==> config.mk <==
export PLATFORM = sky130hd
export DESIGN_NAME = hsl_to_rgb_converter_flat
export DESIGN_NICKNAME = d
export VERILOG_FILES = /design/src/hsl2rgb_pkg.sv /design/src/hsl2rgb_if.sv /design/src/hsl_to_rgb_converter.sv /design/src/flat_wrapper.sv
export VERILOG_INCLUDE_DIRS = /design/src /design/src/src
export SDC_FILE = /design/constraint.sdc
export NUM_CORES = 2
export LEC_CHECK = 0
export BUFFER_PORTS_ARGS = -buffer_cell sky130_fd_sc_hd__buf_2
export CORE_MARGIN = 8
export CORE_UTILIZATION = 60
export CTS_BUF_LIST = sky130_fd_sc_hd__clkbuf_4
export CTS_CLUSTER_SIZE = 14
export DETAILED_ROUTE_END_ITERATION = 10
export HOLD_SLACK_MARGIN = 0.12
export PLACE_DENSITY = 0.82
export SLEW_MARGIN = 20
export SYNTH_ARGS = -nofsm -noshare
export SYNTH_HDL_FRONTEND = slang
export SYNTH_SLANG_ARGS = --single-unit
==> constraint.sdc <==
create_clock -name clock -period 24.9 [get_ports clock]
set_clock_uncertainty 0.15 [all_clocks]
set_input_delay 2.49 -clock clock [delete_from_list [all_inputs] [get_ports clock]]
set_output_delay 2.49 -clock clock [all_outputs]
set_load 0.03 [all_outputs]
==> src/hsl_to_rgb_converter_assert.svh <==
// ----------------------------------------------------------------------------
// HSL to RGB converter assertion macros
// Concurrent assertion shorthands shared by the converter RTL.
// ----------------------------------------------------------------------------
`ifndef HSL_TO_RGB_CONVERTER_ASSERT_SVH
`define HSL_TO_RGB_CONVERTER_ASSERT_SVH

// Same-cycle implication, masked while rst is high.
`define HSL_ASSERT_NOW(label, clk, rst, ante, cons) \
   label: assert property (@(posedge clk) disable iff (rst) (ante) |-> (cons)) \
      else $error("hsl_to_rgb_converter: same-cycle check failed");

// Next-cycle implication, masked while rst is high.
`define HSL_ASSERT_NEXT(label, clk, rst, ante, cons) \
   label: assert property (@(posedge clk) disable iff (rst) (ante) |=> (cons)) \
      else $error("hsl_to_rgb_converter: next-cycle check failed");

`endif

==> src/hsl2rgb_pkg.sv <==
// ----------------------------------------------------------------------------
// HSL to RGB converter package
// Shared constants and types for the converter and its channel interfaces.
// ----------------------------------------------------------------------------
package hsl2rgb_pkg;

   // Default number of fraction bits of hue, saturation and lightness.
   localparam int FRACTION_BITS_DEFAULT = 16;

   // Width of one output color channel.
   localparam int CHAN_BITS = 8;

   typedef logic [2:0] sextant_type;

   // Hue sextants; codes above the magenta-to-red sextant never occur.
   localparam sextant_type HUE_RED_YELLOW   = 3'd0;
   localparam sextant_type HUE_YELLOW_GREEN = 3'd1;
   localparam sextant_type HUE_GREEN_CYAN   = 3'd2;
   localparam sextant_type HUE_CYAN_BLUE    = 3'd3;
   localparam sextant_type HUE_BLUE_MAGENTA = 3'd4;
   localparam sextant_type HUE_MAGENTA_RED  = 3'd5;

endpackage

==> src/hsl2rgb_if.sv <==
// ----------------------------------------------------------------------------
// HSL to RGB converter channel interfaces
// Valid/ready channels for the HSL pixel input and the RGB pixel output.
// ----------------------------------------------------------------------------
interface hsl2rgb_req_if #(
   parameter int FRACTION_BITS = hsl2rgb_pkg::FRACTION_BITS_DEFAULT
);
   logic                     valid;
   logic                     ready;
   logic [FRACTION_BITS-1:0] hue;
   logic [FRACTION_BITS:0]   saturation;
   logic [FRACTION_BITS:0]   lightness;

   modport source (output valid, output hue, output saturation, output lightness,
                   input ready);
   modport sink   (input valid, input hue, input saturation, input lightness,
                   output ready);
endinterface

interface hsl2rgb_rsp_if;
   logic                             valid;
   logic                             ready;
   logic [hsl2rgb_pkg::CHAN_BITS-1:0] red;
   logic [hsl2rgb_pkg::CHAN_BITS-1:0] green;
   logic [hsl2rgb_pkg::CHAN_BITS-1:0] blue;

   modport source (output valid, output red, output green, output blue, input ready);
   modport sink   (input valid, input red, input green, input blue, output ready);
endinterface

==> src/hsl_to_rgb_converter.sv <==
// ----------------------------------------------------------------------------
// HSL to RGB converter
// Five-stage pipeline turning an HSL pixel into 8-bit red, green and blue.
// ----------------------------------------------------------------------------
// Usage:
//   req_if carries one pixel per item: hue as a fraction of a full turn,
//   saturation and lightness as fractions that may reach exactly 1.0 (larger
//   codes clamp to 1.0). rsp_if returns one item per pixel with red, green and
//   blue, each the channel fraction times 255, truncated.
//   Timing: an item accepted on req_if passes through five register stages,
//   the last one being the output register, before it is offered on rsp_if.
//   Throughput: one item per cycle, set by the two multiplier
//   stages (lightness times saturation, then chroma span times hue fraction),
//   each of which takes a new operand pair every cycle.
//   Stalls: each stage holds its item while the stage after it is full and
//   not moving; req_if.ready drops only once every stage is occupied and the
//   receiver holds rsp_if.ready low. Nothing is dropped or repeated.
//   Reset: synchronous, clears all stage valid bits; the pipeline comes out
//   of reset empty and ready. There is no other state.
// ----------------------------------------------------------------------------
`include "hsl_to_rgb_converter_assert.svh"

module hsl_to_rgb_converter #(
   parameter int FRACTION_BITS = hsl2rgb_pkg::FRACTION_BITS_DEFAULT
) (
   input  logic                 clock,
   input  logic                 reset,
   hsl2rgb_req_if.sink          req_if,
   hsl2rgb_rsp_if.source        rsp_if
);

   localparam int F  = FRACTION_BITS;
   localparam int W  = F + 1;          // saturation / lightness width
   localparam int VW = 2 * F + 1;      // channel values with 2F fraction bits
   localparam int CB = hsl2rgb_pkg::CHAN_BITS;

   localparam logic [W-1:0] ONE_W  = {1'b1, {F{1'b0}}};
   localparam logic [W-1:0] HALF_W = ONE_W >> 1;
   // full-scale channel value, 1.0 with 2F fraction bits
   localparam logic [VW-1:0] CHAN_FULL = {ONE_W, {F{1'b0}}};

   // ------------------------------------------------------------------------
   // Stage handshake: a stage may load when it is empty or its item moves on
   // ------------------------------------------------------------------------
   logic s1_valid_ff, s2_valid_ff, s3_valid_ff, s4_valid_ff, s5_valid_ff;
   logic s1_rdy, s2_rdy, s3_rdy, s4_rdy, s5_rdy;

   assign s5_rdy = !s5_valid_ff || rsp_if.ready;
   assign s4_rdy = !s4_valid_ff || s5_rdy;
   assign s3_rdy = !s3_valid_ff || s4_rdy;
   assign s2_rdy = !s2_valid_ff || s3_rdy;
   assign s1_rdy = !s1_valid_ff || s2_rdy;

   assign req_if.ready = s1_rdy;

   always_ff @(posedge clock) begin
      if (reset) begin
         s1_valid_ff <= 1'b0;
         s2_valid_ff <= 1'b0;
         s3_valid_ff <= 1'b0;
         s4_valid_ff <= 1'b0;
         s5_valid_ff <= 1'b0;
      end else begin
         if (s1_rdy) s1_valid_ff <= req_if.valid;
         if (s2_rdy) s2_valid_ff <= s1_valid_ff;
         if (s3_rdy) s3_valid_ff <= s2_valid_ff;
         if (s4_rdy) s4_valid_ff <= s3_valid_ff;
         if (s5_rdy) s5_valid_ff <= s4_valid_ff;
      end
   end

   // ------------------------------------------------------------------------
   // Stage 1: clamp, lightness times saturation, hue sextant and fraction
   // ------------------------------------------------------------------------
   logic [W-1:0]                  sat_in, lit_in;
   logic [VW-1:0]                 prod_in;
   logic [F+2:0]                  hue6_in;
   logic [W-1:0]                  s1_sat_ff, s1_lit_ff;
   logic [VW-1:0]                 s1_prod_ff;
   logic                          s1_low_ff;
   hsl2rgb_pkg::sextant_type      s1_sext_ff;
   logic [F-1:0]                  s1_fract_ff;

   always_comb begin
      sat_in  = (req_if.saturation > ONE_W) ? ONE_W : req_if.saturation;
      lit_in  = (req_if.lightness  > ONE_W) ? ONE_W : req_if.lightness;
      // product is at most 1.0 with 2F fraction bits, so VW bits hold it
      prod_in = {{F{1'b0}}, lit_in} * {{F{1'b0}}, sat_in};
      // hue * 6 as hue*4 + hue*2
      hue6_in = {1'b0, req_if.hue, 2'b00} + {2'b00, req_if.hue, 1'b0};
   end

   always_ff @(posedge clock) begin
      if (s1_rdy && req_if.valid) begin
         s1_sat_ff   <= sat_in;
         s1_lit_ff   <= lit_in;
         s1_prod_ff  <= prod_in;
         s1_low_ff   <= (lit_in <= HALF_W);
         s1_sext_ff  <= hue6_in[F+2:F];
         s1_fract_ff <= hue6_in[F-1:0];
      end
   end

   // ------------------------------------------------------------------------
   // Stage 2: chroma top v, bottom m = 2l - v, span d = v - m
   // ------------------------------------------------------------------------
   logic [VW:0]                   v_wide_in, m_wide_in;
   logic [VW-1:0]                 v_in, m_in;
   logic [W:0]                    lps_in;
   logic [VW-1:0]                 s2_v_ff, s2_m_ff, s2_d_ff;
   logic                          s2_gray_ff;
   logic [W-1:0]                  s2_lit_ff;
   hsl2rgb_pkg::sextant_type      s2_sext_ff;
   logic [F-1:0]                  s2_fract_ff;

   always_comb begin
      lps_in = {1'b0, s1_lit_ff} + {1'b0, s1_sat_ff};
      if (s1_low_ff) begin
         v_wide_in = {1'b0, s1_lit_ff, {F{1'b0}}} + {1'b0, s1_prod_ff};
      end else begin
         v_wide_in = {lps_in, {F{1'b0}}} - {1'b0, s1_prod_ff};
      end
      v_in      = v_wide_in[VW-1:0];
      m_wide_in = {s1_lit_ff, {(F + 1){1'b0}}} - v_wide_in;
      m_in      = m_wide_in[VW-1:0];
   end

   always_ff @(posedge clock) begin
      if (s2_rdy && s1_valid_ff) begin
         s2_v_ff     <= v_in;
         s2_m_ff     <= m_in;
         s2_d_ff     <= v_in - m_in;
         s2_gray_ff  <= (v_in == '0);
         s2_lit_ff   <= s1_lit_ff;
         s2_sext_ff  <= s1_sext_ff;
         s2_fract_ff <= s1_fract_ff;
      end
   end

   // ------------------------------------------------------------------------
   // Stage 3: span times hue fraction as two partial products
   // ------------------------------------------------------------------------
   logic [VW-1:0]                 s3_pp_hi_ff, s3_v_ff, s3_m_ff;
   logic [2*F-1:0]                s3_pp_lo_ff;
   logic                          s3_gray_ff;
   logic [W-1:0]                  s3_lit_ff;
   hsl2rgb_pkg::sextant_type      s3_sext_ff;

   always_ff @(posedge clock) begin
      if (s3_rdy && s2_valid_ff) begin
         s3_pp_hi_ff <= {{F{1'b0}}, s2_d_ff[VW-1:F]} * {{(F + 1){1'b0}}, s2_fract_ff};
         s3_pp_lo_ff <= {{F{1'b0}}, s2_d_ff[F-1:0]} * {{F{1'b0}}, s2_fract_ff};
         s3_v_ff     <= s2_v_ff;
         s3_m_ff     <= s2_m_ff;
         s3_gray_ff  <= s2_gray_ff;
         s3_lit_ff   <= s2_lit_ff;
         s3_sext_ff  <= s2_sext_ff;
      end
   end

   // ------------------------------------------------------------------------
   // Stage 4: middle values and sextant mux
   // ------------------------------------------------------------------------
   logic [VW-1:0] vsf_in, mid1_in, mid2_in, gray_in;
   logic [VW-1:0] red_in, green_in, blue_in;
   logic [VW-1:0] s4_red_ff, s4_green_ff, s4_blue_ff;

   always_comb begin
      vsf_in  = s3_pp_hi_ff + {{(F + 1){1'b0}}, s3_pp_lo_ff[2*F-1:F]};
      mid1_in = s3_m_ff + vsf_in;
      mid2_in = s3_v_ff - vsf_in;
      gray_in = {s3_lit_ff, {F{1'b0}}};
      case (s3_sext_ff)
         hsl2rgb_pkg::HUE_RED_YELLOW: begin
            red_in = s3_v_ff;  green_in = mid1_in; blue_in = s3_m_ff;
         end
         hsl2rgb_pkg::HUE_YELLOW_GREEN: begin
            red_in = mid2_in;  green_in = s3_v_ff; blue_in = s3_m_ff;
         end
         hsl2rgb_pkg::HUE_GREEN_CYAN: begin
            red_in = s3_m_ff;  green_in = s3_v_ff; blue_in = mid1_in;
         end
         hsl2rgb_pkg::HUE_CYAN_BLUE: begin
            red_in = s3_m_ff;  green_in = mid2_in; blue_in = s3_v_ff;
         end
         hsl2rgb_pkg::HUE_BLUE_MAGENTA: begin
            red_in = mid1_in;  green_in = s3_m_ff; blue_in = s3_v_ff;
         end
         default: begin
            red_in = s3_v_ff;  green_in = s3_m_ff; blue_in = mid2_in;
         end
      endcase
      // zero chroma top: gray at the lightness level
      if (s3_gray_ff) begin
         red_in   = gray_in;
         green_in = gray_in;
         blue_in  = gray_in;
      end
   end

   always_ff @(posedge clock) begin
      if (s4_rdy && s3_valid_ff) begin
         s4_red_ff   <= red_in;
         s4_green_ff <= green_in;
         s4_blue_ff  <= blue_in;
      end
   end

   // ------------------------------------------------------------------------
   // Stage 5: scale by 255 (shift and subtract), truncate, output register
   // ------------------------------------------------------------------------
   function automatic logic [CB-1:0] scale255(input logic [VW-1:0] c);
      logic [VW+CB-1:0] x;
      x = {c, {CB{1'b0}}} - {{CB{1'b0}}, c};
      return x[2*F+CB-1:2*F];
   endfunction

   logic [CB-1:0] s5_red_ff, s5_green_ff, s5_blue_ff;

   always_ff @(posedge clock) begin
      if (s5_rdy && s4_valid_ff) begin
         s5_red_ff   <= scale255(s4_red_ff);
         s5_green_ff <= scale255(s4_green_ff);
         s5_blue_ff  <= scale255(s4_blue_ff);
      end
   end

   assign rsp_if.valid = s5_valid_ff;
   assign rsp_if.red   = s5_red_ff;
   assign rsp_if.green = s5_green_ff;
   assign rsp_if.blue  = s5_blue_ff;

   // ------------------------------------------------------------------------
   // Assertions
   // ------------------------------------------------------------------------
   `HSL_ASSERT_NOW(a_sextant_range, clock, reset, s1_valid_ff,
                   s1_sext_ff <= hsl2rgb_pkg::HUE_MAGENTA_RED)
   `HSL_ASSERT_NOW(a_bottom_below_top, clock, reset, s3_valid_ff, s3_m_ff <= s3_v_ff)
   `HSL_ASSERT_NOW(a_channels_in_range, clock, reset, s4_valid_ff,
                   (s4_red_ff <= CHAN_FULL) && (s4_green_ff <= CHAN_FULL)
                   && (s4_blue_ff <= CHAN_FULL))
   `HSL_ASSERT_NEXT(a_stage4_holds, clock, reset, s4_valid_ff && !s4_rdy,
                    s4_valid_ff && $stable(s4_red_ff) && $stable(s4_blue_ff))
   `HSL_ASSERT_NEXT(a_reset_empties, clock, 1'b0, reset,
                    !s1_valid_ff && !s3_valid_ff && !s5_valid_ff)

endmodule
==> src/flat_wrapper.sv <==
// flat-port wrapper written by rule: the top's interface ports become plain ports
module hsl_to_rgb_converter_flat 
#(
   parameter int FRACTION_BITS = hsl2rgb_pkg::FRACTION_BITS_DEFAULT
)
  (clock, reset, req_if_valid, req_if_hue, req_if_saturation, req_if_lightness, req_if_ready, rsp_if_valid, rsp_if_red, rsp_if_green, rsp_if_blue, rsp_if_ready);
  hsl2rgb_req_if #(.FRACTION_BITS(FRACTION_BITS)) req_if_i ();
  hsl2rgb_rsp_if rsp_if_i ();
  input  logic clock;
  input  logic reset;
  input wire logic [$bits(req_if_i.valid)-1:0] req_if_valid;
  input wire logic [$bits(req_if_i.hue)-1:0] req_if_hue;
  input wire logic [$bits(req_if_i.saturation)-1:0] req_if_saturation;
  input wire logic [$bits(req_if_i.lightness)-1:0] req_if_lightness;
  output wire logic [$bits(req_if_i.ready)-1:0] req_if_ready;
  output wire logic [$bits(rsp_if_i.valid)-1:0] rsp_if_valid;
  output wire logic [$bits(rsp_if_i.red)-1:0] rsp_if_red;
  output wire logic [$bits(rsp_if_i.green)-1:0] rsp_if_green;
  output wire logic [$bits(rsp_if_i.blue)-1:0] rsp_if_blue;
  input wire logic [$bits(rsp_if_i.ready)-1:0] rsp_if_ready;
  assign req_if_i.valid = req_if_valid;
  assign req_if_i.hue = req_if_hue;
  assign req_if_i.saturation = req_if_saturation;
  assign req_if_i.lightness = req_if_lightness;
  assign req_if_ready = req_if_i.ready;
  assign rsp_if_valid = rsp_if_i.valid;
  assign rsp_if_red = rsp_if_i.red;
  assign rsp_if_green = rsp_if_i.green;
  assign rsp_if_blue = rsp_if_i.blue;
  assign rsp_if_i.ready = rsp_if_ready;
  hsl_to_rgb_converter #(.FRACTION_BITS(FRACTION_BITS)) u_core (.clock(clock), .reset(reset), .req_if(req_if_i), .rsp_if(rsp_if_i));
endmodule
* Word-level counts from Yosys, hierarchy flattened
Index checks and enable logic that the tools add are counted. Widths: inputs -> output; s select.
Storage, ports and cells: bits in registers 503, bits of input ports 54, output and inout port bits 26, word-level logic and storage cells 86
Cells by class: add/subtract/negate cells 12, multiply operators 3, order comparisons 3, equality and inequality tests 4, muxes and demuxes 9, reduce and logical (&&, ||, !) cells 21
Operator list (count):
- $pmux 33 s3 | 3
- $mux 33 | 4
- $sub 33x33->33 | 4
- $sub 40x33->40 | 3
- $add 33x33->33 | 2
- $gt 17x17->1 const B | 2
- $mux 17 | 2
- $add 33x16->33 | 1
- $logic_not 33->1 | 1
- $mul 17x16->33 | 1
- $mul 17x17->33 | 1
- $mul 16x16->32 | 1
- $add 18x17->19 | 1
- $add 17x17->17 | 1
- $le 17x16->1 const B | 1
- $reduce_or 2->1 | 4
- $eq 3x2->1 const B | 2
- $logic_and 1x1->1 | 5
- $logic_not 1->1 | 5
- $logic_or 1x1->1 | 5
- $eq 3x1->1 const B | 1
- $eq 3x3->1 const B | 1
- $logic_not 3->1 | 1

* Depth between registers and ports, before layout
depth in word-level cells 7, depth in mapped cells 32

* Least setup slack after synthesis
OpenSTA, ideal clock, no wires.
path type in2reg, from input port rsp_if_ready, to register u_core.s2_d_ff[10], enable pin, library setup time 0.828 ns, data arrival time 12.485 ns, data required time 23.922 ns, setup slack 11.437 ns, cell stages on the path 4, path buffers 1, path through nor2b_1 -> and3_1 -> clkbuf_1 -> a21boi_0
On the way: word-level cells in the longest chain between the ends 5
RTL lines:
- from (decl) | RTL line flat_wrapper.sv:20 | input wire logic [$bits(rsp_if_i.ready)-1:0] rsp_if_ready;
- $logic_or 1x1->1 | RTL line hsl_to_rgb_converter.sv:48 | assign s5_rdy = !s5_valid_ff || rsp_if.ready;
- $logic_or 1x1->1 | RTL line hsl_to_rgb_converter.sv:49 | assign s4_rdy = !s4_valid_ff || s5_rdy;
- $logic_or 1x1->1 | RTL line hsl_to_rgb_converter.sv:50 | assign s3_rdy = !s3_valid_ff || s4_rdy;
- $logic_or 1x1->1 | RTL line hsl_to_rgb_converter.sv:51 | assign s2_rdy = !s2_valid_ff || s3_rdy;
- $logic_and 1x1->1 | RTL line hsl_to_rgb_converter.sv:129 | if (s2_rdy && s1_valid_ff) begin
- to (signal assigned) | RTL line hsl_to_rgb_converter.sv:132 | s2_d_ff <= v_in - m_in;
- to (decl) | RTL line hsl_to_rgb_converter.sv:110 | logic [VW-1:0] s2_v_ff, s2_m_ff, s2_d_ff;
Every way passes these cells. A chain may end at the register's enable or synchronous reset.

* Worst setup path in the final report
from input port req_if_lightness[6], to register u_core.s1_prod_ff[32], data pin
On the way: word-level cells in the longest chain between the ends 3
RTL lines:
- from (decl) | RTL line flat_wrapper.sv:14 | input wire logic [$bits(req_if_i.lightness)-1:0] req_if_lightness;
- $gt 17x17->1 | RTL line hsl_to_rgb_converter.sv:86 | lit_in = (req_if.lightness > ONE_W) ? ONE_W : req_if.lightness;
- $mux 17 * | RTL line hsl_to_rgb_converter.sv:86
- $mul 17x17->33 * | RTL line hsl_to_rgb_converter.sv:88 | prod_in = {{F{1'b0}}, lit_in} * {{F{1'b0}}, sat_in};
- via u_core.prod_in[32] | RTL line hsl_to_rgb_converter.sv:76 | logic [VW-1:0] prod_in;
- to (signal assigned) | RTL line hsl_to_rgb_converter.sv:97 | s1_prod_ff <= prod_in;
- to (decl) | RTL line hsl_to_rgb_converter.sv:79 | logic [VW-1:0] s1_prod_ff;
The timed path passes the listed nets; every way through them passes the cells marked *.

==> reports/qor.csv <==
metric,value,unit
outcome,completed,
CP arrival,11.17,ns
Sum Neg Setup Slack,0,ns
post-CTS setup buffer count,0,
Core Region,93000,um2
max_cap viols,0,
count of final setup violators,0,
gpl congestion,0.961,
max incr delay on CP,0.78,ns
RSZ-0062 raised after global routing,no,
f_max,0.0947,GHz
clk sinks,481,
"antenna viol nets, final",0,
Post-CTS Resized,0,
Fillers,7518,
Row Count,112,
cts bufs inserted,116,
Sequential cell area,14400,um2
R2R setup slack,16.87,ns
1st-iter DRT viols,3536,
fin crit share,42.4,%
die footprint,104000,um2
Mapped Cells,5988,
die extent in y,322,um
first-pass GRT wire length,235000,um
most frequent cells in the layout,"inv_1 (977), nand2_1 (767), fa_1 (598), ha_1 (572), edfxtp_1 (476)",
Worst path slowest cell,and2_1,
Worst Setup Start Kind,input pin,
reg2reg start,u_core.s1_lit_ff[0],
initial core utilization,60.4,%
Syn Std Cell Area,56200,um2
DRT Wirelength,147000,um
number of global-route vias before repair,43800,
DP HPWL,116000,um
WS Path Type,input pin to register,
critical path depth,27,
crit end category,register,
io pins,80,
total track usage,28.5,%
sequential area share after synthesis,25.6,%
top post-synthesis cells by area,"edfxtp_1 (25%), fa_1 (21%), ha_1 (13%)",
yosys warns,0,
P&R area growth vs syn,5.44,%
clk_lat worst skew,0.95,ns
Main synth FF type,edfxtp_1,
Avg Inst Size Synth,9.38,um2
drt drc,0,
largest net degree at the start of global routing,93,
cell taking the most area after synthesis,edfxtp_1,
reg-to-reg endpoint,u_core.s2_d_ff[32],
Crit path top cell by count,fa_1,
DR vias,43200,
worst slew pin tran,1.16,ns
R2R depth,25,
Hold WC Path Type,register to register,
NumNets Final,7238,
Cell variety after synth,96,
layout cells sized above 1,5.98,%
Avg Vias per Cell,5.87,
initial antenna violation count,4,
Multi-input gate area,37300,um2
Final Hold Viols,0,
Critical Path RT,25.51,ns
grt total ovfl,0,
Worst Path Buf+Inv,6,
Worst Path Max Fanout,17,
CP Capture Point,u_core.s1_prod_ff[32],
die width,322,um
number of max-slew violations in the final report,0,
CTS tree,built,
"commonest non-fill, non-tap cell in the layout",inv_1,
synthesis-stage register bit count,481,
H-tree Lvls,3,
Slew HR,20.6,%
Critical Path Source,req_if_lightness[6],
Final Critical Period,10.56,ns
clk root buf,clkbuf_4,
average wire per cell in the routed design,20.0,um
# port buffers,79,
hold-fix buffer count after cts,0,
area share of the largest cell type after synthesis,25.4,%
async set or reset register ratio after synthesis,0,%
"Largest delay share family, worst path",adder cells,
clk buf depth,3,
DRT Pass-1 Iters,6,
Worst-path clk slew,0.10,ns
number of synthesized flops with an enable pin,476,
-- metal layers --
metal / track usage, % / vias up / share of wire, %
li1: - / 19900 / -
met2: 46.9 / 1938 / 47
met1: 37.6 / 21000 / 40
met4: 11.4 / 0 / 4.3
met5: 0 / - / 0
met3: 4.99 / 347 / 8.6
-- through the flow --
stage	hold WS [ns]	instance area (um2)	utilization [%]	cells	setup WS (ns)
after floorplan	0.250	56200	-	5994	11.44
after global placement	0.252	57700	62.0	7150	13.36
after detailed placement	0.255	57700	62.0	7150	13.15
after CTS	0.231	59200	63.6	7356	14.10
after global routing	0.240	59200	63.6	7361	13.82
final	0.207	59200	63.6	7362	14.34
-- Yosys cell counts, types with 10 or more instances --
library cell / n
nand4_1: 13
clkbuf_1: 190
o31ai_1: 21
a21o_1: 109
xnor2_1: 216
nand2b_1: 39
a21boi_0: 18
nand3_1: 84
and2_1: 218
or2_2: 15
or3_1: 18
mux2i_1: 62
o21a_1: 30
a211o_1: 10
fa_1: 598
xor2_1: 91
edfxtp_1: 476
nor2b_1: 34
o21ai_0: 169
a211oi_1: 70
nand2_1: 768
a311oi_1: 21
nor4_1: 23
ha_1: 572
mux2_2: 10
nor2_1: 395
a221oi_1: 10
and3_1: 60
o211ai_1: 35
inv_1: 977
nor3_1: 55
buf_1: 24
o22ai_1: 10
a21oi_1: 271
o21bai_1: 44
a31oi_1: 41
-- state kept, by name, indices dropped and copies added, names as in the netlist, 16 cells and up --
name / count
u_core.s3_v_ff: 32
u_core.s3_lit_ff: 17
u_core.s3_pp_hi_ff: 32
u_core.s1_prod_ff: 33
u_core.s3_m_ff: 33
u_core.s2_v_ff: 32
u_core.s2_m_ff: 33
u_core.s3_pp_lo_ff: 16
u_core.s1_sat_ff: 17
u_core.s1_lit_ff: 17
u_core.s2_d_ff: 32
u_core.s4_green_ff: 33
u_core.s2_lit_ff: 17
u_core.s4_red_ff: 33
u_core.s4_blue_ff: 33
-- worst min-delay path by stage --
stage | startpoint | endpoint | slack (ns) | depth (start not counted)
5_1_grt | u_core.s2_lit_ff[14] | u_core.s3_lit_ff[14] | 0.24 | 0
2_1_floorplan | u_core.s1_fract_ff[10] | u_core.s2_fract_ff[10] | 0.25 | 0
4_1_cts | u_core.s2_lit_ff[14] | u_core.s3_lit_ff[14] | 0.23 | 0
3_3_place_gp | u_core.s2_v_ff[29] | u_core.s3_v_ff[29] | 0.25 | 0
6_report | u_core.s2_lit_ff[14] | u_core.s3_lit_ff[14] | 0.21 | 0
3_5_place_dp | u_core.s2_lit_ff[2] | u_core.s3_lit_ff[2] | 0.25 | 0
-- layout make-up --
cell class                 count  area share, %
inverter                     988           6.26
timing repair buffer         127           1.28
antenna                        6         0.0254
tap                         1254           2.65
multi-input combinational   4300           63.0
clock inverter                57          0.621
sequential                   481           24.3
clock buffer                 149           1.89
-- kinds of logic (layout without fill, tap and decap cells) --
| group | after synthesis | after routing | synth area share, % |
|---|---|---|---|
| compound gates | 972 | 972 | 11.4 |
| xor+xnor | 312 | 312 | 4.97 |
| fa+ha+maj | 1171 | 1171 | 34.1 |
| buf+inv | 1213 | 1321 | 8.15 |
| flops | 481 | 481 | 25.6 |
| mux | 73 | 73 | 1.33 |
| other cells | 2 | 14 | 0.0134 |
| simple gates | 1764 | 1764 | 14.4 |
Power is left out: the tool's default activity adds up to more than one toggle a clock period on the data nets, which glitch-free logic cannot reach.
